$ cat src/rtl/tbu_pkg.sv
// ----------------------------------------------------------------------------
// Triangle tangent/bitangent package
// Shared types, widths and helpers for the serial tangent-space unit.
// ----------------------------------------------------------------------------
package tbu_pkg;

  // Widths of the internal values.
  localparam int FieldW   = 32;
  localparam int DeltaW   = FieldW + 1;
  localparam int MagW     = 2 * FieldW;
  localparam int TermW    = MagW + 2;
  localparam int TermMagW = MagW + 1;
  localparam int FracBits = 16;

  // Product and term counts of one triangle.
  localparam int NumProds = 14;
  localparam int NumQuots = 6;

  // Saturation limits of a signed Q16.16 result.
  localparam logic [FieldW-1:0] QMax = 32'h7FFF_FFFF;
  localparam logic [FieldW-1:0] QMin = 32'h8000_0000;

  typedef enum logic [1:0] {
    ST_IDLE,
    ST_MUL,
    ST_DIV
  } state_t;

  // Difference of two signed 32-bit values, one bit wider.
  function automatic logic signed [DeltaW-1:0] diff33(logic [FieldW-1:0] a,
                                                     logic [FieldW-1:0] b);
    return $signed({a[FieldW-1], a}) - $signed({b[FieldW-1], b});
  endfunction

endpackage

$ cat src/rtl/tbu_mul.sv
// ----------------------------------------------------------------------------
// Serial multiplier
// Signed 33x33 shift-add multiplier that retires one multiplier bit a cycle.
// ----------------------------------------------------------------------------
module tbu_mul (
  input  logic                              clk,
  input  logic                              rst,
  input  logic                              start,
  input  logic signed [tbu_pkg::DeltaW-1:0] a,
  input  logic signed [tbu_pkg::DeltaW-1:0] b,
  output logic                              busy,
  output logic                              done,
  output logic signed [tbu_pkg::TermW-1:0]  product
);
  import tbu_pkg::*;

  logic [FieldW-1:0] mcand;
  logic [MagW-1:0]   acc;
  logic              neg;
  logic [4:0]        cnt;
  logic [FieldW:0]   upper;
  logic [DeltaW-1:0] a_mag;
  logic [DeltaW-1:0] b_mag;

  // Operand magnitudes; each fits 32 bits.
  assign a_mag = a[DeltaW-1] ? DeltaW'(-a) : DeltaW'(a);
  assign b_mag = b[DeltaW-1] ? DeltaW'(-b) : DeltaW'(b);

  // Add the multiplicand into the high half when the low bit is set.
  assign upper = {1'b0, acc[MagW-1:FieldW]} + (acc[0] ? {1'b0, mcand} : '0);

  // Control and shift registers.
  always_ff @(posedge clk) begin
    if (rst) begin
      busy <= 1'b0;
      done <= 1'b0;
      cnt  <= '0;
    end else begin
      done <= 1'b0;
      if (start) begin
        busy <= 1'b1;
        cnt  <= '0;
      end else if (busy) begin
        cnt <= cnt + 5'd1;
        if (cnt == 5'd31) begin
          busy <= 1'b0;
          done <= 1'b1;
        end
      end
    end
  end

  always_ff @(posedge clk) begin
    if (start) begin
      mcand <= a_mag[FieldW-1:0];
      acc   <= {{FieldW{1'b0}}, b_mag[FieldW-1:0]};
      neg   <= a[DeltaW-1] ^ b[DeltaW-1];
    end else if (busy) begin
      acc <= {upper, acc[FieldW-1:1]};
    end
  end

  // Signed product, two bits wider than the magnitude.
  assign product = neg ? -$signed({2'b00, acc}) : $signed({2'b00, acc});

endmodule

$ cat src/rtl/tbu_div.sv
// ----------------------------------------------------------------------------
// Serial divider
// Restoring divider giving one quotient bit a cycle for (num * 2^16) / den,
// truncated toward zero and saturated to signed Q16.16.
// ----------------------------------------------------------------------------
module tbu_div (
  input  logic                                clk,
  input  logic                                rst,
  input  logic                                start,
  input  logic signed [tbu_pkg::TermW-1:0]    num,
  input  logic        [tbu_pkg::TermMagW-1:0] den_mag,
  input  logic                                den_neg,
  output logic                                busy,
  output logic                                done,
  output logic        [tbu_pkg::FieldW-1:0]   quot
);
  import tbu_pkg::*;

  logic [TermW-1:0]    num_abs;
  logic [TermMagW-1:0] nmag;
  logic [TermMagW-1:0] den;
  logic [TermW-1:0]    rem;
  logic [TermW-1:0]    rem_shift;
  logic [FieldW-1:0]   low;
  logic [FieldW-1:0]   q;
  logic [FieldW-1:0]   limit;
  logic [FieldW-1:0]   q_sat;
  logic                neg;
  logic                big;
  logic                ge;
  logic [4:0]          cnt;

  assign num_abs = num[TermW-1] ? TermW'(-num) : TermW'(num);
  assign nmag    = num_abs[TermMagW-1:0];

  // One restoring step.
  assign rem_shift = {rem[TermW-2:0], low[FieldW-1]};
  assign ge        = rem_shift >= {1'b0, den};

  always_ff @(posedge clk) begin
    if (rst) begin
      busy <= 1'b0;
      done <= 1'b0;
      cnt  <= '0;
    end else begin
      done <= 1'b0;
      if (start) begin
        busy <= 1'b1;
        cnt  <= '0;
      end else if (busy) begin
        cnt <= cnt + 5'd1;
        if (cnt == 5'd31) begin
          busy <= 1'b0;
          done <= 1'b1;
        end
      end
    end
  end

  // A quotient of 2^32 or more is flagged up front and saturates.
  always_ff @(posedge clk) begin
    if (start) begin
      den <= den_mag;
      neg <= num[TermW-1] ^ den_neg;
      big <= {{FracBits{1'b0}}, nmag} >= {den_mag, {FracBits{1'b0}}};
      rem <= {{(TermW-TermMagW+FracBits){1'b0}}, nmag[TermMagW-1:FracBits]};
      low <= {nmag[FracBits-1:0], {(FieldW-FracBits){1'b0}}};
      q   <= '0;
    end else if (busy) begin
      rem <= ge ? rem_shift - {1'b0, den} : rem_shift;
      low <= {low[FieldW-2:0], 1'b0};
      q   <= {q[FieldW-2:0], ge};
    end
  end

  // Saturate and apply the sign.
  assign limit = neg ? QMin : QMax;
  assign q_sat = (big || (q > limit)) ? limit : q;
  assign quot  = neg ? (~q_sat + 32'd1) : q_sat;

endmodule

$ cat src/rtl/triangle_tangent_bitangent_unit.sv
// ----------------------------------------------------------------------------
// Triangle tangent/bitangent unit
// Per-triangle tangent-space basis from three vertices, computed serially.
// ----------------------------------------------------------------------------
// Usage: the input channel carries one vertex per request (position and
// texture coordinate, signed Q16.16). Vertices group in threes. The first
// two are stored and accepted while the unit is idle. The third starts the
// computation: fourteen products through a serial shift-add multiplier,
// then six quotients through a serial restoring divider; no vertex is
// accepted until the triangle is done. A zero texture determinant skips
// the divider, giving zero vectors with degenerate set.
// The output channel carries one request per triangle and holds it in the
// output registers until taken. While the receiver stalls, the first two
// vertices of the next triangle are still accepted; the third waits.
// Reset clears the vertex count and all handshake state.
// ----------------------------------------------------------------------------
module triangle_tangent_bitangent_unit (
  input  logic                        clk,
  input  logic                        rst,
  input  logic                        in_valid,
  output logic                        in_stall,
  input  logic [tbu_pkg::FieldW-1:0]  pos_x,
  input  logic [tbu_pkg::FieldW-1:0]  pos_y,
  input  logic [tbu_pkg::FieldW-1:0]  pos_z,
  input  logic [tbu_pkg::FieldW-1:0]  tex_u,
  input  logic [tbu_pkg::FieldW-1:0]  tex_v,
  output logic                        out_valid,
  input  logic                        out_stall,
  output logic [tbu_pkg::FieldW-1:0]  tangent_x,
  output logic [tbu_pkg::FieldW-1:0]  tangent_y,
  output logic [tbu_pkg::FieldW-1:0]  tangent_z,
  output logic [tbu_pkg::FieldW-1:0]  bitangent_x,
  output logic [tbu_pkg::FieldW-1:0]  bitangent_y,
  output logic [tbu_pkg::FieldW-1:0]  bitangent_z,
  output logic                        degenerate
);
  import tbu_pkg::*;

  state_t state, state_next;

  logic [1:0]  vertex_count;
  logic [FieldW-1:0] v0 [5];
  logic [FieldW-1:0] v1 [5];
  logic signed [DeltaW-1:0] e1 [3];
  logic signed [DeltaW-1:0] e2 [3];
  logic signed [DeltaW-1:0] du1, dv1, du2, dv2;
  logic [FieldW-1:0] vin [5];

  logic [3:0]  pidx;
  logic [2:0]  qidx;
  logic signed [TermW-1:0] acc;
  logic signed [TermW-1:0] acc_next;
  logic signed [TermW-1:0] num_q [NumQuots];
  logic [TermMagW-1:0] det_mag;
  logic [TermW-1:0]    det_abs;
  logic                det_neg;
  logic                det_zero;
  logic [FieldW-1:0]   res [NumQuots];

  logic in_fire, tri_fire, out_fire;
  logic mul_start, mul_busy, mul_done;
  logic div_start, div_busy, div_done;
  logic signed [DeltaW-1:0] op_a, op_b;
  logic signed [TermW-1:0]  product;
  logic [FieldW-1:0]        quot;

  assign vin[0] = pos_x;
  assign vin[1] = pos_y;
  assign vin[2] = pos_z;
  assign vin[3] = tex_u;
  assign vin[4] = tex_v;

  // Handshake.
  assign in_stall = (state != ST_IDLE) || ((vertex_count == 2'd2) && out_valid);
  assign in_fire  = in_valid && !in_stall;
  assign tri_fire = in_fire && (vertex_count == 2'd2);
  assign out_fire = out_valid && !out_stall;
  assign det_zero = (det_mag == '0);

  // Operand pair of each product; odd products are subtracted.
  always_comb begin
    op_a = '0;
    op_b = '0;
    case (pidx)
      4'd0:  begin op_a = du1; op_b = dv2;   end
      4'd1:  begin op_a = du2; op_b = dv1;   end
      4'd2:  begin op_a = dv2; op_b = e1[0]; end
      4'd3:  begin op_a = dv1; op_b = e2[0]; end
      4'd4:  begin op_a = dv2; op_b = e1[1]; end
      4'd5:  begin op_a = dv1; op_b = e2[1]; end
      4'd6:  begin op_a = dv2; op_b = e1[2]; end
      4'd7:  begin op_a = dv1; op_b = e2[2]; end
      4'd8:  begin op_a = du1; op_b = e2[0]; end
      4'd9:  begin op_a = du2; op_b = e1[0]; end
      4'd10: begin op_a = du1; op_b = e2[1]; end
      4'd11: begin op_a = du2; op_b = e1[1]; end
      4'd12: begin op_a = du1; op_b = e2[2]; end
      4'd13: begin op_a = du2; op_b = e1[2]; end
      default: begin op_a = '0; op_b = '0; end
    endcase
  end

  assign acc_next = pidx[0] ? (acc - product) : product;
  assign det_abs  = acc_next[TermW-1] ? TermW'(-acc_next) : TermW'(acc_next);

  tbu_mul u_mul (
    .clk     (clk),
    .rst     (rst),
    .start   (mul_start),
    .a       (op_a),
    .b       (op_b),
    .busy    (mul_busy),
    .done    (mul_done),
    .product (product)
  );

  tbu_div u_div (
    .clk     (clk),
    .rst     (rst),
    .start   (div_start),
    .num     (num_q[0]),
    .den_mag (det_mag),
    .den_neg (det_neg),
    .busy    (div_busy),
    .done    (div_done),
    .quot    (quot)
  );

  // Next state.
  always_comb begin
    state_next = state;
    unique case (state)
      ST_IDLE: if (tri_fire) state_next = ST_MUL;
      ST_MUL: begin
        if (mul_done && (pidx == 4'(NumProds - 1))) begin
          state_next = det_zero ? ST_IDLE : ST_DIV;
        end
      end
      ST_DIV: begin
        if (div_done && (qidx == 3'(NumQuots - 1))) state_next = ST_IDLE;
      end
      default: state_next = ST_IDLE;
    endcase
  end

  // Unit issue.
  always_comb begin
    mul_start = 1'b0;
    div_start = 1'b0;
    unique case (state)
      ST_IDLE: ;
      ST_MUL:  mul_start = !mul_busy && !mul_done;
      ST_DIV:  div_start = !div_busy && !div_done;
      default: ;
    endcase
  end

  // Control registers.
  always_ff @(posedge clk) begin
    if (rst) begin
      state        <= ST_IDLE;
      vertex_count <= '0;
      pidx         <= '0;
      qidx         <= '0;
      out_valid    <= 1'b0;
    end else begin
      state <= state_next;
      if (in_fire) vertex_count <= tri_fire ? 2'd0 : vertex_count + 2'd1;
      if (tri_fire) begin
        pidx <= '0;
        qidx <= '0;
      end
      if ((state == ST_MUL) && mul_done) pidx <= pidx + 4'd1;
      if ((state == ST_DIV) && div_done) qidx <= qidx + 3'd1;
      if (out_fire) out_valid <= 1'b0;
      if ((state == ST_MUL) && mul_done && (pidx == 4'(NumProds - 1)) && det_zero) begin
        out_valid <= 1'b1;
      end
      if ((state == ST_DIV) && div_done && (qidx == 3'(NumQuots - 1))) begin
        out_valid <= 1'b1;
      end
    end
  end

  // Vertex store and edge deltas.
  always_ff @(posedge clk) begin
    if (in_fire && (vertex_count == 2'd0)) begin
      for (int i = 0; i < 5; i++) v0[i] <= vin[i];
    end
    if (in_fire && (vertex_count == 2'd1)) begin
      for (int i = 0; i < 5; i++) v1[i] <= vin[i];
    end
    if (tri_fire) begin
      for (int i = 0; i < 3; i++) begin
        e1[i] <= diff33(v1[i], v0[i]);
        e2[i] <= diff33(vin[i], v0[i]);
      end
      du1 <= diff33(v1[3], v0[3]);
      dv1 <= diff33(v1[4], v0[4]);
      du2 <= diff33(tex_u, v0[3]);
      dv2 <= diff33(tex_v, v0[4]);
    end
  end

  // Term accumulation: the determinant is kept, numerators shift in.
  always_ff @(posedge clk) begin
    if ((state == ST_MUL) && mul_done) begin
      acc <= acc_next;
      if (pidx[0]) begin
        if (pidx[3:1] == 3'd0) begin
          det_neg <= acc_next[TermW-1];
          det_mag <= det_abs[TermMagW-1:0];
        end else begin
          for (int j = 0; j < NumQuots - 1; j++) num_q[j] <= num_q[j+1];
          num_q[NumQuots-1] <= acc_next;
        end
      end
    end else if ((state == ST_DIV) && div_done) begin
      for (int j = 0; j < NumQuots - 1; j++) num_q[j] <= num_q[j+1];
      num_q[NumQuots-1] <= num_q[0];
    end
  end

  // Result registers, filled in output order.
  always_ff @(posedge clk) begin
    if ((state == ST_MUL) && mul_done && (pidx == 4'(NumProds - 1)) && det_zero) begin
      for (int j = 0; j < NumQuots; j++) res[j] <= '0;
      degenerate <= 1'b1;
    end else if ((state == ST_DIV) && div_done) begin
      for (int j = 0; j < NumQuots - 1; j++) res[j] <= res[j+1];
      res[NumQuots-1] <= quot;
      degenerate      <= 1'b0;
    end
  end

  assign tangent_x   = res[0];
  assign tangent_y   = res[1];
  assign tangent_z   = res[2];
  assign bitangent_x = res[3];
  assign bitangent_y = res[4];
  assign bitangent_z = res[5];

  // The multiplier only runs while products are being formed.
  a_mul_in_mul: assert property (@(posedge clk) disable iff (rst)
    mul_busy |-> state == ST_MUL) else $error("multiplier busy outside product phase");

  // The divider only runs while quotients are being formed.
  a_div_in_div: assert property (@(posedge clk) disable iff (rst)
    div_busy |-> state == ST_DIV) else $error("divider busy outside quotient phase");

  // A third vertex always starts the product phase.
  a_tri_starts: assert property (@(posedge clk) disable iff (rst)
    tri_fire |=> state == ST_MUL) else $error("third vertex did not start products");

  // Division never runs with a zero determinant.
  a_det_nonzero: assert property (@(posedge clk) disable iff (rst)
    state == ST_DIV |-> !det_zero) else $error("division with zero determinant");

  // No result is pending while quotients are written.
  a_div_no_out: assert property (@(posedge clk) disable iff (rst)
    state == ST_DIV |-> !out_valid) else $error("result overwritten while pending");

endmodule

$ cat config.mk
export PLATFORM = sky130hd
export DESIGN_NAME = triangle_tangent_bitangent_unit
export DESIGN_NICKNAME = d
export VERILOG_FILES = /design/src/rtl/tbu_pkg.sv /design/src/rtl/tbu_mul.sv /design/src/rtl/tbu_div.sv /design/src/rtl/triangle_tangent_bitangent_unit.sv
export SDC_FILE = /design/constraint.sdc
export NUM_CORES = 2
export LEC_CHECK = 0
export BUFFER_PORTS_ARGS = -buffer_cell sky130_fd_sc_hd__buf_2
export CORE_UTILIZATION = 58
export CTS_CLUSTER_SIZE = 25
export DETAILED_ROUTE_END_ITERATION = 6
export PLACE_DENSITY_LB_ADDON = 0.15
export SYNTH_ARGS = -nofsm -noshare
export SYNTH_HDL_FRONTEND = slang
export SYNTH_SLANG_ARGS = --single-unit
$ cat constraint.sdc
create_clock -name clk -period 50.2 [get_ports clk]
set_input_delay 7.53 -clock clk [delete_from_list [all_inputs] [get_ports clk]]
set_output_delay 7.53 -clock clk [all_outputs]
set_load 0.01 [all_outputs]
==> run summary <==
YS warnings = 0
first-pass GRT wire length = 352.3 mm
worst-case clock buffer depth = 3
die area = 158300 um^2
cell count after synthesis = 8214
GPL Wtd Cong = 0.9510
synth cell count leaders = 1567 x edfxtp_1, 759 x nand2_1, 643 x nor2_1, 539 x ha_1, 525 x inv_1
R2R Path End = det_mag[26]
failing checks = DRC
number of global-route vias before repair = 63.12k
Post CTS Setup Buffer Count = 0
min-delay src = num_q[0][113]
CTS sink cnt = 1674
Critical path buffers and inverters = 3
core area = 154800 um^2
DR DRC count = 6
slew margin rel. = 13.56%
Tmin final = 12530 ps
Clock Latency Late Sink = 830 ps
leakage power = 39.86 nW
crit path DAT = 13090 ps
Worst Clk Skew = 30.99 ps
Reg2Reg Launch Point = u_mul.acc[11]
FFs w/ async S/R, synth = 0%
Top Ports = 359
# H-tree levels = 4
Most used DFF post-synth = edfxtp_1
cts hold-fix bufs = 0
Via density = 6.083
initial DRC count = 6089
final worst path period share = 24.95%
die height = 397.9 um
Nets = 9245
Seq/Total Area, Yosys = 54.12%
Worst path slowest cell = nor3_1
cell family with most CP delay = compound AO/OA/AOI/OAI gates
CTS tree = done
area delta synth->final = 10.77%
Clock Pin Slew Worst Setup and Hold Paths = 60 ps
CP startpoint kind = input port
Hold Path Sink = num_q[0][47]
WL/cell = 21.17 um
Worst R2R Path Depth = 24
Seq cells post-synth = 1674
Num CTS Buffers = 174
pwr/cell area = 35.22 nW/um^2
status = complete, but fails checks
Yosys cell types = 104
Final ANT Viol Nets = 0
via count = 65.35k
Crit path required time = 50760 ps
Max-Cap Viols = 0
final setup vio count = 0
Worst R2R Setup Slack = 41570 ps
initial antenna violation count = 46
cell with the most instances after synthesis = edfxtp_1
Hold Vio Cnt, Final = 0
crit path max fanout = 3
final wirelength = 227.5 mm
Syn Nets = 8930
Worst Tran Pin Value = 1297 ps
Synth area leader = edfxtp_1
Total Neg Setup Slack = 0 ps
# fillers = 11.71k
grt ovf = 0
largest net degree at the start of global routing = 205
crit-path most repeated cell = o21ai_0
Total GRT Usage = 28.32%
Fmax = 79.84 MHz
post-synthesis average cell area = 11.07 um^2
Resize count post-CTS = 0
critical path's largest stage delay = 470 ps
synthesized area = 90900 um^2
clock root cell = clkbuf_16
layout cells sized above 1 = 9.415%
Rows = 144
Worst Setup SP = pos_z[0]
Critical Path End Type = register
hold_ws = 403.9 ps
share of the synthesized area in the top cell type = 51.77%
initial core utilization = 58.73%
die width = 397.9 um
critical path class = input port to register
port bufs = 358
RSZ-0062 raised after global routing = no
Area contributors post-synth = edfxtp_1 52%, ha_1 7.4%, xnor2_1 4.2%
HPWL Detailed = 166.0 mm
number of flops mapped to enable cells by yosys = 1567
worst vdd ir = 31.90 uV
Cells on Worst Hold Path = 0
HP Class = register to register
Final Slew Violations = 0
Initial DRT Pass Iterations = 7
[registers in the layout, indices dropped and copies added, names as in the netlist, 3 cells and up]
register	count
res	192
v1	160
u_div.den	65
u_div.rem	65
dv1	33
u_mul.mcand	32
u_mul.cnt	5
dv2	33
qidx	3
acc	66
v0	160
u_div.low	16
u_div.q	32
num_q	396
du2	33
e2	99
det_mag	65
pidx	4
du1	33
u_div.cnt	5
u_mul.acc	64
e1	99
[logic make-up after synthesis]
| logic type | count (synthesis) | share of synthesized area, % |
|---|---|---|
| AO/OA/AOI/OAI | 1831 | 13.43 |
| XOR/XNOR | 649 | 6.505 |
| AND/OR/NAND/NOR | 2635 | 14.15 |
| buffers and inverters | 816 | 3.448 |
| adder cells (fa/ha/maj) | 586 | 8.083 |
| multiplexers | 23 | 0.2574 |
| flip-flops | 1674 | 54.12 |
[cells in the final DEF (no fill, tap or decap), types with 33 or more instances in the layout]
cell type	count
a211oi_1	44
a21boi_0	94
a21o_1	123
a21oi_1	351
a222oi_1	88
a22o_1	40
a22oi_1	53
a31oi_1	110
and2_1	64
and3_1	245
buf_2	358
buf_4	66
clkbuf_1	38
clkbuf_16	175
dfxtp_1	105
edfxtp_1	1567
ha_1	539
inv_1	523
nand2_1	755
nand2b_1	82
nand3_1	159
nand4_1	73
nor2_1	638
nor2b_1	108
nor3_1	193
nor4_1	56
o21a_1	51
o21ai_0	474
o31ai_1	68
or2_2	33
or3_1	97
xnor2_1	434
xor2_1	196
[cell type report]
class / instances / area, um^2 / share of cell area (%)
antenna: 22 / 55.05 / 0.05468
inverter: 528 / 1989 / 1.976
multi-input combinational: 5724 / 38710 / 38.44
tap: 2044 / 2557 / 2.540
clock buffer: 219 / 4604 / 4.573
timing repair buffer: 427 / 2347 / 2.331
clock inverter: 106 / 1227 / 1.219
sequential: 1674 / 49200 / 48.87
[where the power goes]
group | internal, mW | switching, mW
Combinational | 0.240 | 0.360
Clock | 0.756 | 0.563
Sequential | 1.59 | 0.0380
Total | 2.58 | 0.961
[per-layer routing]
| metal | track usage, % | up-vias | wire length (um) |
|---|---|---|---|
| met4 | 11.64 | 36 | 9133 |
| met2 | 46.37 | 2260 | 107100 |
| met1 | 37.59 | 31434 | 95670 |
| li1 | - | 31138 | - |
| met3 | 4.492 | 486 | 15340 |
| met5 | 0 | - | 239 |
[through the flow]
stage	setup WS (ps)	std cells	util (%)	instance area, um^2	power [mW]
6_report	37680	10744	65.06	100700	3.546
5_1_grt	37020	10739	65.05	100700	3.691
4_1_cts	37770	10722	65.02	100600	3.559
3_5_place_dp	36910	10397	61.26	94800	2.248
3_3_place_gp	37020	10397	61.26	94800	2.227
2_1_floorplan	18060	8214	-	90900	2.106
[how the worst max path moves through the flow]
stage	endpoint	slack [ps]	depth (start not counted)
floorplan	num_q[0][0]	18060	5
global placement	e2[0][98]	37020	25
detailed placement	e2[0][98]	36910	25
CTS	e2[0][98]	37770	25
global route	e2[0][98]	37020	25
finish	e2[0][98]	37680	25
(Power assumes the default switching activity.)
